--- src/sv/bbd_pkg.sv ---
`default_nettype none
// ----------------------------------------------------------------------------
// bbd_pkg: shared types and constants of the chorus delay
// Payload structs, register indexes, mode codes, fixed-point gains, helpers.
// ----------------------------------------------------------------------------
package bbd_pkg;

   // delay store depth, power of two
   localparam int DELAY_DEPTH      = 2048;
   // sine phase quantization, power of two
   localparam int SINE_TABLE_DEPTH = 1024;
   localparam int SINE_QUANT       = 24 - $clog2(SINE_TABLE_DEPTH);

   // odd polynomial coefficients of the quarter-wave sine
   localparam logic [31:0] SIN_A = 32'd1686629713;
   localparam logic [31:0] SIN_B = 32'd693598564;
   localparam logic [31:0] SIN_C = 32'd85569278;
   localparam logic [31:0] SIN_D = 32'd5026991;

   localparam logic signed [17:0] WET_GAIN   = 18'sd42598;
   localparam logic signed [17:0] DRY_GAIN   = 18'sd22938;
   localparam logic signed [17:0] NOISE_GAIN = 18'sd41943;

   localparam logic [31:0] LCG_MUL  = 32'd1664525;
   localparam logic [31:0] LCG_INC  = 32'd1013904223;
   localparam logic [31:0] LCG_SEED = 32'h6D2B79F5;

   localparam logic [23:0] PHASE_B_RESET = 24'h800000;

   // configuration port
   localparam int CSR_IDX_W  = 3;
   localparam int CSR_DATA_W = 20;
   localparam logic [CSR_IDX_W-1:0] REG_EFFECT_MODE   = 3'd0;
   localparam logic [CSR_IDX_W-1:0] REG_LOWPASS_COEFF = 3'd1;
   localparam logic [CSR_IDX_W-1:0] REG_LFO_A_STEP    = 3'd2;
   localparam logic [CSR_IDX_W-1:0] REG_LFO_B_STEP    = 3'd3;
   localparam logic [CSR_IDX_W-1:0] REG_DEPTH_DELAY   = 3'd4;
   localparam logic [CSR_IDX_W-1:0] REG_BASE_DELAY    = 3'd5;

   localparam logic [1:0] MODE_OFF  = 2'd0;
   localparam logic [1:0] MODE_I    = 2'd1;
   localparam logic [1:0] MODE_II   = 2'd2;
   localparam logic [1:0] MODE_BOTH = 2'd3;

   localparam logic [15:0] COEFF_RESET  = 16'd1283;
   localparam logic [19:0] STEP_A_RESET = 20'd175;
   localparam logic [19:0] STEP_B_RESET = 20'd308;
   localparam logic [16:0] DEPTH_RESET  = 17'd22118;
   localparam logic [17:0] BASE_RESET   = 18'd39322;

   typedef struct packed {
      logic signed [23:0] left_in;
      logic signed [23:0] right_in;
   } req_type;

   typedef struct packed {
      logic signed [23:0] left_out;
      logic signed [23:0] right_out;
   } rsp_type;

   // operands of one interpolation and output mix
   typedef struct packed {
      logic signed [23:0] y0;
      logic signed [23:0] y1;
      logic signed [23:0] y2;
      logic signed [23:0] y3;
      logic [7:0]         frac;
      logic signed [23:0] dry;
      logic signed [25:0] sub;
   } herm_in_type;

   function automatic logic signed [23:0] sat24(input logic signed [63:0] v);
      logic signed [23:0] r;
      if (v > 64'sd8388607) r = 24'sd8388607;
      else if (v < -64'sd8388608) r = -24'sd8388608;
      else r = v[23:0];
      return r;
   endfunction

endpackage
`default_nettype wire

--- src/sv/bbd_sine.sv ---
`default_nettype none
// ----------------------------------------------------------------------------
// bbd_sine: quantized-phase sine, Q1.23
// Five-stage pipeline evaluating an odd polynomial over one quarter wave.
// ----------------------------------------------------------------------------
module bbd_sine (
   input  wire logic               clock,
   input  wire logic [23:0]        phase,
   output logic signed [24:0]      sine
);

   localparam int QB = bbd_pkg::SINE_QUANT;

   logic [23:0] p;
   logic [21:0] r;
   logic [22:0] x;
   logic [30:0] u;
   logic [30:0] u2;
   logic [23:0] mag;

   logic [60:0] uu_ff;
   logic [30:0] u_ff;
   logic        neg_ff;
   logic [31:0] t1_ff, t2_ff, t3_ff;
   logic signed [24:0] sine_ff;

   assign p  = {phase[23:QB], QB'(0)};
   assign r  = p[21:0];
   assign x  = p[22] ? (23'h400000 - {1'b0, r}) : {1'b0, r};
   assign u  = {x, 8'd0};
   assign u2 = uu_ff[60:30];
   assign mag = 24'((64'(t3_ff) * 64'(u_ff)) >> 37);

   always_ff @(posedge clock) begin
      uu_ff   <= 61'(62'(u) * 62'(u));
      u_ff    <= u;
      neg_ff  <= p[23];
      t1_ff   <= bbd_pkg::SIN_C - 32'((64'(bbd_pkg::SIN_D) * 64'(u2)) >> 30);
      t2_ff   <= bbd_pkg::SIN_B - 32'((64'(t1_ff) * 64'(u2)) >> 30);
      t3_ff   <= bbd_pkg::SIN_A - 32'((64'(t2_ff) * 64'(u2)) >> 30);
      sine_ff <= neg_ff ? -$signed({1'b0, mag}) : $signed({1'b0, mag});
   end

   assign sine = sine_ff;

endmodule
`default_nettype wire

--- config.mk ---
export PLATFORM = sky130hd
export DESIGN_NAME = bbd_sine
export DESIGN_NICKNAME = d
export VERILOG_FILES = /design/src/sv/bbd_pkg.sv /design/src/sv/bbd_sine.sv
export SDC_FILE = /design/constraint.sdc
export NUM_CORES = 2
export LEC_CHECK = 0
export ABC_AREA = 1
export BUFFER_PORTS_ARGS = -buffer_cell sky130_fd_sc_hd__clkbuf_2
export CORE_UTILIZATION = 39
export CTS_BUF_LIST = sky130_fd_sc_hd__clkbuf_8 sky130_fd_sc_hd__clkbuf_16
export DETAILED_ROUTE_END_ITERATION = 16
export RECOVER_POWER = 100
export SYNTH_ARGS = -nofsm -noshare
export SYNTH_HDL_FRONTEND = slang
export SYNTH_SLANG_ARGS = --single-unit
--- constraint.sdc ---
create_clock -name clock -period 11.4 [get_ports clock]
set_input_delay 0.57 -clock clock [delete_from_list [all_inputs] [get_ports clock]]
set_output_delay 0.57 -clock clock [all_outputs]
set_load 0.05 [all_outputs]
After elaboration in Yosys (flattened, before gate mapping)
Index checks and enable logic that the tools add are counted.
{ "totals": {"inputBits": 25, "ff_bits": 186, "output_inout_bits": 25, "word_cells": 20} }
{ "classes": {"multipliers": 5, "n_addsub": 5, "mux": 2} }
{ "ops": {"columns": ["operator", "count"], "rows": [
  ["$mul 32x31->62", 2],
  ["$mul 23x31->54 const A", 1],
  ["$mul 32x23->53", 1],
  ["$mul 23x23->45", 1],
  ["$sub 30x32->32 const A", 1],
  ["$sub 31x32->32 const A", 1],
  ["$sub 27x24->28 const A", 1],
  ["$neg 24->25", 1],
  ["$mux 24", 1],
  ["$mux 23", 1],
  ["$sub 23x22->23 const A", 1]
]} }

Longest topological paths before layout
{ "logic_depth": {"word_depth": 3, "depth_mapped": 42, "depth_no_buf": 40} }

Least setup slack after synthesis
Ideal clock, no wire load.
{ "synth_path": {"path_type": "reg2reg", "startpoint": "register uu_ff[60]", "endpoint": "register t2_ff[20]", "path_stages_with_launch": 32, "setup_time_ns": 0.118, "path_buffers": 2, "period_less_slack_ns": 7.142, "slack_ns": 4.258, "arrival_ns": 7.023, "required_time_ns": 11.282, "path_cell_list": "dfxtp_1 -> clkbuf_1 -> buf_1 -> nand2_1 -> fa_1 -> fa_1 -> inv_1 -> fa_1 -> inv_1 -> fa_1 -> fa_1 -> fa_1 -> inv_1 -> ha_1 -> ha_1 -> ha_1 -> nand2_1 -> inv_1 -> nand2_1 -> nand2_1 -> a21oi_1 -> nand2_2 -> xnor2_1 -> ha_1 -> nand3b_1 -> nand3b_1 -> nand3_1 -> nand3_1 -> nand2_1 -> nand2_1 -> nand2_1 -> xor2_1"} }
{ "synth_via": {"elab_chain_len": 2} }
{ "synth_lines": {"columns": ["element", "line_no", "rtl"], "rows": [
  ["start, declared", "bbd_sine.sv:21", "logic [60:0] uu_ff;"],
  ["start signal, assigned", "bbd_sine.sv:35", "uu_ff <= 61'(62'(u) * 62'(u));"],
  ["$mul 32x31->62", "bbd_sine.sv:39", "t2_ff <= bbd_pkg::SIN_B - 32'((64'(t1_ff) * 64'(u2)) >> 30);"],
  ["$sub 30x32->32", "bbd_sine.sv:39", null],
  ["end signal, assigned", "bbd_sine.sv:39", null],
  ["end, declared", "bbd_sine.sv:24", "logic [31:0] t1_ff, t2_ff, t3_ff;"]
]} }
No other way between the ends.
A chain may end at the register's enable or synchronous reset.

Worst setup path in the final report
{ "layout_path": {"startpoint": "register uu_ff[50]", "endpoint": "register t3_ff[31]"} }
{ "layout_via": {"elab_chain_len": 2} }
{ "layout_lines": {"columns": ["element", "line_no", "rtl"], "rows": [
  ["$mul 32x31->62", "bbd_sine.sv:40", "t3_ff <= bbd_pkg::SIN_A - 32'((64'(t2_ff) * 64'(u2)) >> 30);"],
  ["$sub 31x32->32", "bbd_sine.sv:40", null],
  ["end signal, assigned", "bbd_sine.sv:40", null],
  ["end, declared", "bbd_sine.sv:24", null]
]} }
No other way between the ends.

==> key figures <==
Clock tree
  – Clock root cell: clkbuf_16
  – Resized cells post-CTS: 0
  – Longest Clk Path Bufs: 2
  – Clock sinks: 139
  – Clk slew on worst S/H paths: 0.08 ns
  – TritonCTS clock tree: built
  – Cts hold-fix bufs: 0
  – Post CTS Setup Buffer Count: 0
  – H-tree levels: 4
  – Clock Latency Late Sink: 0.52 ns
  – CTS Buf Count: 17

Timing
  – Relative slew slack: -0.159
  – Post-layout minimum cycle time: 9.13 ns
  – Final Setup Violations: 0
  – Achievable frequency: 110 MHz
  – TNS Setup: 0 ns
  – Slew @ Worst Pin: 1.74 ns
  – Fin Clk Skew: 0.0231 ns
  – RSZ-0062 raised after global routing: false
  – Post-route clock period utilization: 0.801
  – Fin. Hold Viols: 0
  – Slew Viols, Final: 30

Setup path
  – CP Capture Type: flop
  – Worst EP required: 11.80 ns
  – Max stage delay on crit path: 1.49 ns
  – CP top delay family: adder cells
  – Crit-path max FO: 38
  – R2r endpoint: t3_ff[31]
  – Setup CP Type: reg2reg
  – Crit path to: t3_ff[31]
  – Startpoint class of the critical path: flop
  – Crit path buffers/inverters: 5
  – Reg2reg setup slack: 2.27 ns
  – Worst r2r path cells: 31
  – CP Depth: 31
  – Highest-delay cell along the critical path: dfxtp_1
  – Worst Setup SP: uu_ff[50]
  – CP arrival: 9.53 ns
  – R2R Path Start: uu_ff[50]
  – Most frequent CP cell: nand2_1

GRT
  – First-pass GRT wire length: 275000 um
  – GR Overflow Total: 0
  – Gr usage total: 0.209
  – Vias in the first global route: 54100
  – Initial antenna violation count: 2
  – Largest net degree at the start of global routing: 66

Synthesis
  – Number of synthesized flops with an enable pin: 0
  – Syn. warnings: 0
  – Syn Std Cell Area: 0.0630 mm2
  – Post-synth top flop: dfxtp_1
  – Syn Area/Cell: 7.37 um2
  – Register area share after synthesis: 0.0441
  – Synth unique cells: 56
  – Ys async rst share: 0
  – Synth Instances: 8551
  – Synth Register Bits: 139

Die
  – Die Area: 0.163 mm2
  – Initial Util: 0.393
  – Die Wd: 404 um
  – Top Ports: 50
  – Die height: 404 um
  – CORE AREA: 0.161 mm2
  – # rows: 147

Outcome
  – Violated checks: max-capacitance violations, max-slew violations
  – Run status: finished, violations left

Route
  – Routed WL: 162000 um
  – DRT iter0 DRCs: 2569
  – Vias per cell: 4.77
  – Detailed-route DRC error count: 0
  – Via count: 50300
  – Remaining antenna violation count: 0
  – Wire per inst: 15.4 um
  – DRT Pass-1 Iters: 6

Final layout
  – Layout cell share with drive strength beyond 1: 0.0284
  – Syn-to-layout area delta: 4.16%
  – Register area: 0.00281 mm2
  – N_diodes: 0
  – Multi-input combinational cell area: 0.0500 mm2
  – Nets@finish: 10400
  – Fill cell count: 16700

Placement
  – GP Congestion: 0.924
  – DP HPWL: 138000 um
  – Port bufs: 35

Run
  – Max_cap viols: 1

Worst hold path
  – HP Class: in2reg
-- cells by family (layout without fill, tap and decap cells) --
family / Yosys count / count (layout) / share of synthesized area
simple gates: 3194 / 3194 / 0.207
buf+inv: 2713 / 2547 / 0.162
fa+ha+maj: 2031 / 2031 / 0.537
compound gates: 337 / 337 / 0.0301
flops: 139 / 139 / 0.0441
xor+xnor: 135 / 135 / 0.0200
other cells: 2 / 5 / 0.000119
-- layout by cell type, fill, tap and decap left out, types with 4 or more instances in the layout --
cell / n
inv_1: 2412
nand2_1: 2325
fa_1: 1123
ha_1: 908
nor2_1: 395
nand3_1: 248
a21oi_1: 175
dfxtp_1: 124
xor2_1: 94
o21ai_0: 86
nor3_1: 45
nand2_2: 43
nand4_1: 41
buf_4: 37
xnor2_1: 34
nor2_2: 29
o21bai_1: 29
inv_2: 28
clkbuf_1: 27
nand3b_1: 22
clkbuf_16: 17
dfxtp_2: 13
o21a_1: 12
a31oi_1: 10
clkbuf_2: 9
nand2_4: 7
a21o_1: 7
nor4_1: 6
nand3_2: 6
nor3_2: 6
nor2_4: 5
xor2_2: 5
conb_1: 5
inv_6: 5
or2_2: 4
-- synth_stat cells (4+ instances only) --
master,count,area share
nor3_2,7,0.0011
nor2_4,5,0.00089
nor4_1,6,0.00060
dfxtp_1,139,0.044
o21a_1,12,0.0014
or2_2,4,0.00040
inv_1,2410,0.14
and2_1,4,0.00040
ha_1,908,0.18
a21o_1,7,0.00083
inv_2,30,0.0018
nand2_4,7,0.0013
o21ai_1,6,0.00048
a21oi_2,4,0.00056
a31oi_1,10,0.00099
buf_1,28,0.0017
xor2_2,7,0.0018
a21oi_1,172,0.014
nor2_1,392,0.023
nand2_1,2316,0.14
xor2_1,92,0.013
o21ai_0,82,0.0065
nand3_1,245,0.019
xnor2_1,34,0.0047
nand3_2,9,0.0014
nand2_2,52,0.0052
o21bai_1,29,0.0035
clkbuf_1,236,0.014
nand4_1,41,0.0041
fa_1,1123,0.36
nor2_2,32,0.0032
nand3b_1,22,0.0026
nor3_1,44,0.0035
-- how the worst min path moves through the flow --
stage	to	from	cells past startpoint
2_1_floorplan	sine[24]	neg_ff	2
3_3_place_gp	neg_ff	phase[23]	1
3_5_place_dp	neg_ff	phase[23]	1
4_1_cts	neg_ff	phase[23]	1
5_1_grt	neg_ff	phase[23]	1
6_report	neg_ff	phase[23]	1
-- layer usage --
metal / up-vias / routed length (um) / share of wire / track usage
li1: 24400 / - / - / -
met1: 24600 / 71400 / 0.44 / 0.267
met2: 1103 / 80600 / 0.50 / 0.375
met3: 217 / 6400 / 0.040 / 0.0185
met4: 0 / 3610 / 0.022 / 0.0535
met5: - / 0 / 0 / 0
-- per-stage QoR --
stage,std cells,utilization,area [um2],hold WS (ns),worst slack (ns)
detailed placement,10500,0.406,65200,0.678,3.03
floorplan,8554,-,63000,0.518,4.26
CTS,10500,0.410,65800,0.0992,2.99
finish,10500,0.409,65700,0.154,2.27
global route,10500,0.409,65700,0.120,1.77
global placement,10500,0.406,65200,0.674,3.09
-- sequential cells by signal (all words and copies together) (netlist names) --
| signal | count |
|---|---|
| t2_ff | 32 |
| t3_ff | 32 |
| sine | 25 |
| t1_ff | 25 |
| uu_ff | 16 |
| u_ff | 8 |
| neg_ff | 1 |
-- cell type report --
class                           instances  share of cell area
Inverter                             2442               0.140
Timing Repair Buffer                   73             0.00646
Multi-Input combinational cell       5702               0.761
Clock inverter                         15             0.00238
Sequential cell                       139              0.0427
Clock buffer                           17             0.00648
Tap cell                             2160              0.0412
Power is not shown: default switching activity piles up to over one toggle a cycle in this logic, so the estimate is an artifact.
