===== src/sv/bbd_pkg.sv =====
`default_nettype none
// ----------------------------------------------------------------------------
// bbd_pkg: shared types and constants of the chorus delay
// Payload structs, register indexes, mode codes, fixed-point gains, helpers.
// ----------------------------------------------------------------------------
package bbd_pkg;

   // delay store depth, power of two
   localparam int DELAY_DEPTH      = 2048;
   // sine phase quantization, power of two
   localparam int SINE_TABLE_DEPTH = 1024;
   localparam int SINE_QUANT       = 24 - $clog2(SINE_TABLE_DEPTH);

   // odd polynomial coefficients of the quarter-wave sine
   localparam logic [31:0] SIN_A = 32'd1686629713;
   localparam logic [31:0] SIN_B = 32'd693598564;
   localparam logic [31:0] SIN_C = 32'd85569278;
   localparam logic [31:0] SIN_D = 32'd5026991;

   localparam logic signed [17:0] WET_GAIN   = 18'sd42598;
   localparam logic signed [17:0] DRY_GAIN   = 18'sd22938;
   localparam logic signed [17:0] NOISE_GAIN = 18'sd41943;

   localparam logic [31:0] LCG_MUL  = 32'd1664525;
   localparam logic [31:0] LCG_INC  = 32'd1013904223;
   localparam logic [31:0] LCG_SEED = 32'h6D2B79F5;

   localparam logic [23:0] PHASE_B_RESET = 24'h800000;

   // configuration port
   localparam int CSR_IDX_W  = 3;
   localparam int CSR_DATA_W = 20;
   localparam logic [CSR_IDX_W-1:0] REG_EFFECT_MODE   = 3'd0;
   localparam logic [CSR_IDX_W-1:0] REG_LOWPASS_COEFF = 3'd1;
   localparam logic [CSR_IDX_W-1:0] REG_LFO_A_STEP    = 3'd2;
   localparam logic [CSR_IDX_W-1:0] REG_LFO_B_STEP    = 3'd3;
   localparam logic [CSR_IDX_W-1:0] REG_DEPTH_DELAY   = 3'd4;
   localparam logic [CSR_IDX_W-1:0] REG_BASE_DELAY    = 3'd5;

   localparam logic [1:0] MODE_OFF  = 2'd0;
   localparam logic [1:0] MODE_I    = 2'd1;
   localparam logic [1:0] MODE_II   = 2'd2;
   localparam logic [1:0] MODE_BOTH = 2'd3;

   localparam logic [15:0] COEFF_RESET  = 16'd1283;
   localparam logic [19:0] STEP_A_RESET = 20'd175;
   localparam logic [19:0] STEP_B_RESET = 20'd308;
   localparam logic [16:0] DEPTH_RESET  = 17'd22118;
   localparam logic [17:0] BASE_RESET   = 18'd39322;

   typedef struct packed {
      logic signed [23:0] left_in;
      logic signed [23:0] right_in;
   } req_type;

   typedef struct packed {
      logic signed [23:0] left_out;
      logic signed [23:0] right_out;
   } rsp_type;

   // operands of one interpolation and output mix
   typedef struct packed {
      logic signed [23:0] y0;
      logic signed [23:0] y1;
      logic signed [23:0] y2;
      logic signed [23:0] y3;
      logic [7:0]         frac;
      logic signed [23:0] dry;
      logic signed [25:0] sub;
   } herm_in_type;

   function automatic logic signed [23:0] sat24(input logic signed [63:0] v);
      logic signed [23:0] r;
      if (v > 64'sd8388607) r = 24'sd8388607;
      else if (v < -64'sd8388608) r = -24'sd8388608;
      else r = v[23:0];
      return r;
   endfunction

endpackage
`default_nettype wire


===== src/sv/bbd_hermite.sv =====
`default_nettype none
// ----------------------------------------------------------------------------
// bbd_hermite: cubic Hermite tap interpolation and wet/dry/sub mix
// Five-stage pipeline.
// ----------------------------------------------------------------------------
module bbd_hermite (
   input  wire logic                 clock,
   input  wire bbd_pkg::herm_in_type hin,
   output logic signed [23:0]        result
);

   logic signed [27:0] e0, e1, e2, e3;
   logic signed [8:0]  fs;
   logic signed [59:0] m3;
   logic signed [51:0] acc;
   logic signed [51:0] mix;

   logic signed [27:0] c1_ff, c2_ff, c3_ff;
   logic signed [39:0] m1_ff;
   logic signed [49:0] m2_ff;
   logic signed [31:0] wet_ff;
   logic signed [23:0] result_ff;

   assign e0 = 28'(hin.y0);
   assign e1 = 28'(hin.y1);
   assign e2 = 28'(hin.y2);
   assign e3 = 28'(hin.y3);
   assign fs = $signed({1'b0, hin.frac});

   assign m3  = 60'(m2_ff) * 60'(fs);
   assign acc = 52'(wet_ff) * 52'(bbd_pkg::WET_GAIN) + 52'(hin.dry) * 52'(bbd_pkg::DRY_GAIN)
                + 52'sd32768;
   assign mix = 52'(hin.sub) + (acc >>> 16);

   always_ff @(posedge clock) begin
      c1_ff <= e2 - e0;
      c2_ff <= e0 + e0 - (e1 <<< 2) - e1 + (e2 <<< 2) - e3;
      c3_ff <= e3 - e0 + e1 + e1 + e1 - e2 - e2 - e2;
      m1_ff <= 40'(c3_ff) * 40'(fs) + (40'(c2_ff) <<< 8);
      m2_ff <= 50'(m1_ff) * 50'(fs) + (50'(c1_ff) <<< 16);
      wet_ff <= 32'(hin.y1) + 32'((m3 + 60'sd16777216) >>> 25);
      result_ff <= bbd_pkg::sat24(64'(mix));
   end

   assign result = result_ff;

endmodule
`default_nettype wire


===== config.mk =====
export PLATFORM = sky130hd
export DESIGN_NAME = bbd_hermite
export DESIGN_NICKNAME = d
export VERILOG_FILES = /design/src/sv/bbd_pkg.sv /design/src/sv/bbd_hermite.sv
export SDC_FILE = /design/constraint.sdc
export NUM_CORES = 2
export LEC_CHECK = 0
export ABC_AREA = 0
export BUFFER_PORTS_ARGS = -buffer_cell sky130_fd_sc_hd__buf_2
export CAP_MARGIN = 20
export CORE_AREA = 5 5 383 536
export CTS_CLUSTER_SIZE = 14
export DETAILED_ROUTE_END_ITERATION = 10
export DIE_AREA = 0 0 388 541
export PLACE_DENSITY = 0.6
export SYNTH_ARGS = -nofsm -noshare
export SYNTH_HDL_FRONTEND = slang
export SYNTH_SLANG_ARGS = --single-unit

===== constraint.sdc =====
create_clock -name clock -period 11.1 [get_ports clock]
set_input_delay 0.555 -clock clock [delete_from_list [all_inputs] [get_ports clock]]
set_output_delay 0.555 -clock clock [all_outputs]
set_load 0.005 [all_outputs]

# ---- Yosys cells after proc, flatten, opt, wreduce, memory -nomap -nowiden
# Cells that the tools add are included.
dict set report word_totals {
  in_bits 155
  ff_bits 223
  elab_cells 35
}
dict set report classes {
  mul 5
  magnitude_cmp 2
  addsub 20
  muxes 1
}
# op count
set ops {}
lappend ops {{28-bit by 24-bit subtractor with 28-bit output} 4}
lappend ops {{57-bit by 26-bit adder with 57-bit output, second input constant} 1}
lappend ops {{48-bit by 9-bit multiplier with 57-bit output} 1}
lappend ops {{50-bit by 17-bit adder with 51-bit output, second input constant} 1}
lappend ops {{49-bit by 40-bit adder with 50-bit output} 1}
lappend ops {{24-bit by 24-bit subtractor with 25-bit output} 2}
lappend ops {{47-bit by 41-bit adder with 48-bit output} 1}
lappend ops {{32-bit by 16-bit multiplier with 48-bit output, second input constant} 1}
lappend ops {{38-bit by 9-bit multiplier with 47-bit output} 1}
lappend ops {{24-bit by 15-bit multiplier with 39-bit output, second input constant} 1}
lappend ops {{37-bit by 36-bit adder with 38-bit output} 1}
lappend ops {{28-bit by 9-bit multiplier with 37-bit output} 1}
lappend ops {{26-bit by 35-bit adder with 36-bit output} 1}
lappend ops {{36-bit by 24-bit greater-than comparator with 1-bit output, second input constant} 1}
lappend ops {{36-bit by 24-bit < comparator with 1-bit output, second input constant} 1}
lappend ops {{24-bit by 32-bit adder with 32-bit output} 1}
lappend ops {{27-bit by 24-bit adder with 28-bit output} 1}
lappend ops {{28-bit by 26-bit adder with 28-bit output} 1}
lappend ops {{27-bit by 24-bit subtractor with 28-bit output} 1}
lappend ops {{26-bit by 24-bit adder with 27-bit output} 1}
lappend ops {{25-bit by 26-bit subtractor with 27-bit output} 1}
lappend ops {{25-bit by 24-bit adder with 26-bit output} 1}
lappend ops {{24-bit by 24-bit adder with 25-bit output} 1}
lappend ops {{24-bit 2-to-1 mux} 1}

# ---- Logic depth before layout (Yosys ltp)
dict set report depth {
  ltp_word 7
  depth_mapped 49
  mapped_depth_nobuf 47
}

# ---- Worst setup path before layout
# OpenSTA, ideal clock, no wires.
dict set report synth_timing {
  path_type {input to register}
  from {input port hin[32] (netlist name)}
  to {register result_ff[15], in the netlist result[15]}
  cell_stages 43
  path_buffers 3
  path_slack_ps 668
  arrival_ps 10303
  t_required_ps 10971
  setup_ps 129
  cell_sequence {ha_1 -> ha_1 -> a21oi_1 -> fa_1 -> inv_1 -> fa_1 -> fa_1 -> inv_1 -> fa_1 -> inv_1 -> ha_1 -> a211oi_1 -> nor2_1 -> o41a_1 -> o311a_1 -> o21ai_0 -> a311o_1 -> o21ai_0 -> (+7 left out) -> a21o_1 -> nand2_1 -> nand3b_1 -> a31oi_1 -> xnor2_1 -> ha_1 -> clkbuf_1 -> or2_2 -> clkbuf_1 -> o31ai_1 -> nor2_1 -> a221o_1 -> a41oi_1 -> nor2_1 -> a311o_1 -> a41oi_2 -> clkbuf_1 -> o21ai_0}
}
dict set report synth_between {
  elab_chain_len 6
  word_cells_on_any_way 7
}
# item line
set synth_lines {}
lappend synth_lines {{start: declaration} bbd_hermite.sv:8} ;# input wire bbd_pkg::herm_in_type hin,
lappend synth_lines {{24-bit by 15-bit multiplier with 39-bit output *} bbd_hermite.sv:31} ;# assign acc = 52'(wet_ff) * 52'(bbd_pkg::WET_GAIN) + 52'(hin.dry) * 52'(bbd_pkg::DRY_GAIN)
lappend synth_lines {{49-bit by 40-bit adder with 50-bit output *} bbd_hermite.sv:31}
lappend synth_lines {{50-bit by 17-bit adder with 51-bit output *} bbd_hermite.sv:32} ;# + 52'sd32768;
lappend synth_lines {{26-bit by 35-bit adder with 36-bit output *} bbd_hermite.sv:33} ;# assign mix = 52'(hin.sub) + (acc >>> 16);
lappend synth_lines {{36-bit by 24-bit < comparator with 1-bit output} bbd_pkg.sv:75} ;# else if (v < -64'sd8388608) r = -24'sd8388608;
lappend synth_lines {{24-bit 2-to-1 mux} bbd_pkg.sv:75}
lappend synth_lines {{end signal: assignment} bbd_hermite.sv:42} ;# result_ff <= bbd_pkg::sat24(64'(mix));
lappend synth_lines {{end: declaration} bbd_hermite.sv:22} ;# logic signed [23:0] result_ff;
# Every way passes the cells marked *; elsewhere a longest branch is shown, timed or not.
# A chain may end at the register's enable or synchronous reset.

# ---- Worst setup path after layout
dict set report layout_timing {
  from {register wet_ff[11]}
  to {register result_ff[13], in the netlist result[13]}
}
dict set report layout_between {
  elab_chain_len 6
  word_cells_on_any_way 7
}
# item line
set layout_lines {}
lappend layout_lines {{start: declaration} bbd_hermite.sv:21} ;# logic signed [31:0] wet_ff;
lappend layout_lines {{start signal: assignment} bbd_hermite.sv:41} ;# wet_ff <= 32'(hin.y1) + 32'((m3 + 60'sd16777216) >>> 25);
lappend layout_lines {{32-bit by 16-bit multiplier with 48-bit output *} bbd_hermite.sv:31}
lappend layout_lines {{49-bit by 40-bit adder with 50-bit output *} bbd_hermite.sv:31}
lappend layout_lines {{50-bit by 17-bit adder with 51-bit output *} bbd_hermite.sv:32}
lappend layout_lines {{26-bit by 35-bit adder with 36-bit output *} bbd_hermite.sv:33}
lappend layout_lines {{36-bit by 24-bit < comparator with 1-bit output} bbd_pkg.sv:75}
lappend layout_lines {{24-bit 2-to-1 mux} bbd_pkg.sv:75}
# Marks and branches as above.

==> results.cfg <==
[logic_synthesis]
syn_nets = 9845
synth_simple_gate_area_share_pct = 12.55
synthCells = 7434
async_flop_share_pct = 0
synth_adder_area_share_pct = 55.63
synthFlopType = dfxtp_1
synth_top_family_by_area = adder cells
synth_compound_area_share_pct = 9.301
netlist_top_cells_count = inv_1, fa_1, ha_1, and2_1, nand2_1
ys_ff_latch = 223
yosysTopAreaCellShare_pct = 37.06
syn_area_per_cell_sq_um = 9.098
synth_cell_types = 86
synth_most_common_cell = inv_1
yosys.area.top_type = fa_1
yosysWarnings = 0
synth_edf_count = 0
muxShareOfSynthArea_pct = 0.1350
ys_seq_area_share_pct = 6.600
yosys-top-cells-area = fa_1, ha_1, inv_1
synthXorXnorAreaFrac_pct = 5.109
synth_area_sq_um = 67640

[timing]
relSlewSlack_pct = 41.09
setup_viol = 0
finalCritPeriodShare_pct = 95.79
final_max_slew_viol_count = 0
holdWs_ns = 0.2798
hold_viol_final = 0
max_freq_ghz = 0.09405
skew_ns = 0.03852
finalCriticalPeriod_ns = 10.63
worst_pin_slew_ns = 0.8722

[grt]
grt_pass1_wl_um = 282700
grt_max_degree = 92
gr-total-overflow = 0
antenna_found_initial = 17
track_usage_pct = 16.69
first_global_vias = 54654

[setup_path]
crit_slowest_cell = fa_1
cp.arrival_ns = 11.11
reg2reg_depth = 43
critical_path.endpoint_type = flip-flop
cp_data_required_time_ns = 11.58
critPathKind = reg -> reg
cpMostUsedCell = a21o_1
slowest_delay_ns = 0.55
startpoint_type = flip-flop
crit_fanout = 23

[drt]
drc = 0
drt-initial-drc-count = 1817
wl_um = 175000
wire_per_inst_um = 16.98
dr.pass1.iters = 7
num_vias = 49733
antenna_left = 0
vias_per_cell = 4.825

[place]
place_area_sq_um = 72150
dp_hpwl_um = 152500
gp_congestion = 0.9106
io_buffer_count = 178

[clock_tree]
cts_buffers = 34
clkLatencyLatePin_ns = 0.59
cts_tree = built
clk_pin_slew_worst_paths_ns = 0.06
cts_root_buf = clkbuf_16
htree_levels = 2
clockBufferDepth = 3
cts_sinks = 223

[hold_path]
hold_path.class = in -> reg
hold_depth = 2

[layout]
area_growth_pct = 8.724
fin_nets = 10029
finalInstanceArea_sq_um = 73540
utilization_pct = 36.71
layout-drive-gt1-share_pct = 5.325

[floorplanning]
row_count = 195
coreArea_sq_um = 200300
die_x_um = 388
io_pins = 179
dieArea_sq_um = 209900
start_util_pct = 33.77
die_height_um = 541

[run]
maxCapViolations = 0

[outcome]
status = finished, final reports clean
==> stage by stage <==
step | TNS (ns) | cells | worst slack (ns)
detailed placement | -6.927 | 10238 | -0.3175
global route | -0.06907 | 10303 | -0.03850
finish | 0 | 10308 | 0.4671
CTS | 0 | 10299 | 0.002035
global placement | -5.371 | 10238 | -0.2374
floorplan | 0 | 7434 | 0.6680
==> state kept, by name, summed over array words and instances, names as in the netlist <==
signal / count
c1_ff: 25
wet_ff: 32
c2_ff: 28
result: 24
m1_ff: 38
m2_ff: 48
c3_ff: 28
==> cell usage in the layout, fill, tap and decap left out, types with 7 or more instances in the layout <==
master     count
o21bai_1      56
a221o_1       11
fa_1        1252
buf_4        108
a211oi_1      32
nor2_1       220
a211o_1       14
o21ai_1        7
nand4_1       36
clkbuf_16     34
dfxtp_2        8
o21ai_0      157
nor2b_1       41
xnor2_1      262
a21oi_1      304
nand2b_1      35
dfxtp_1      215
mux2i_1        8
and4_1        11
o211ai_1      14
nand2_1      495
a31oi_1       30
o31ai_1       16
or2_2         12
a21oi_2        8
and3_1        39
inv_1       1787
nor3_1        62
a21o_1       177
nand3_1       65
buf_2        170
ha_1        1002
or3_1         14
o21a_1        41
a21boi_0       7
and2_1       582
nor4_1        11
xor2_1       130
==> layout make-up <==
class,instances,area [sq um]
fill,20271,126800
antenna,6,15.01
inverter,1788,6711
clock inverter,21,246.5
sequential,223,4474
tap,2659,3327
timing repair buffer,282,1724
multi-input combinational,5289,56130
clock buffer,40,913.4
==> per-layer routing <==
layer / GRT usage, % / wire [um] / vias up / part of all wire [%]
met5: 0 / 89 / - / 0.051
met4: 6.004 / 7145 / 16 / 4.1
met3: 1.851 / 6494 / 312 / 3.7
met2: 32.26 / 93220 / 910 / 53
met1: 18.74 / 68080 / 25007 / 39
li1: - / - / 23488 / -
==> cell families after synthesis <==
group           Yosys count
compound gates          974
xor+xnor                393
fa+ha+maj              2256
buf+inv                1922
flops                   223
mux                       9
simple gates           1657
==> worst max-delay path, delay by kind of cell (launching register included) <==
family / cells / cell delay (ns)
buffers and inverters: 4 / 0.46
DFF: 1 / 0.43
AOI/OAI and AO/OA: 20 / 4.38
xor gates and xnor gates: 2 / 0.37
and+or+nand+nor: 7 / 0.81
adders and majority gates: 10 / 4.09
==> timing repair <==
item,in CTS,in global routing
hold buffers,0,0
buffers inserted,0,2
gates cloned,0,1
resized for setup,1,51
endpoints found under the setup margin,23,24
pin swaps,0,8
==> final timing paths <==
| kind | to | startpoint | slack, ns |
|---|---|---|---|
| worst max-delay path | result[13] | wet_ff[11] | 0.47 |
| worst min-delay path | c3_ff[0] | hin[60] | 0.28 |
| worst max register to register | result[13] | wet_ff[11] | 0.47 |
| worst min register to register | m1_ff[0] | c3_ff[0] | 0.64 |
Power is not shown: default switching activity piles up to over one toggle a cycle in this logic, so the estimate is an artifact.
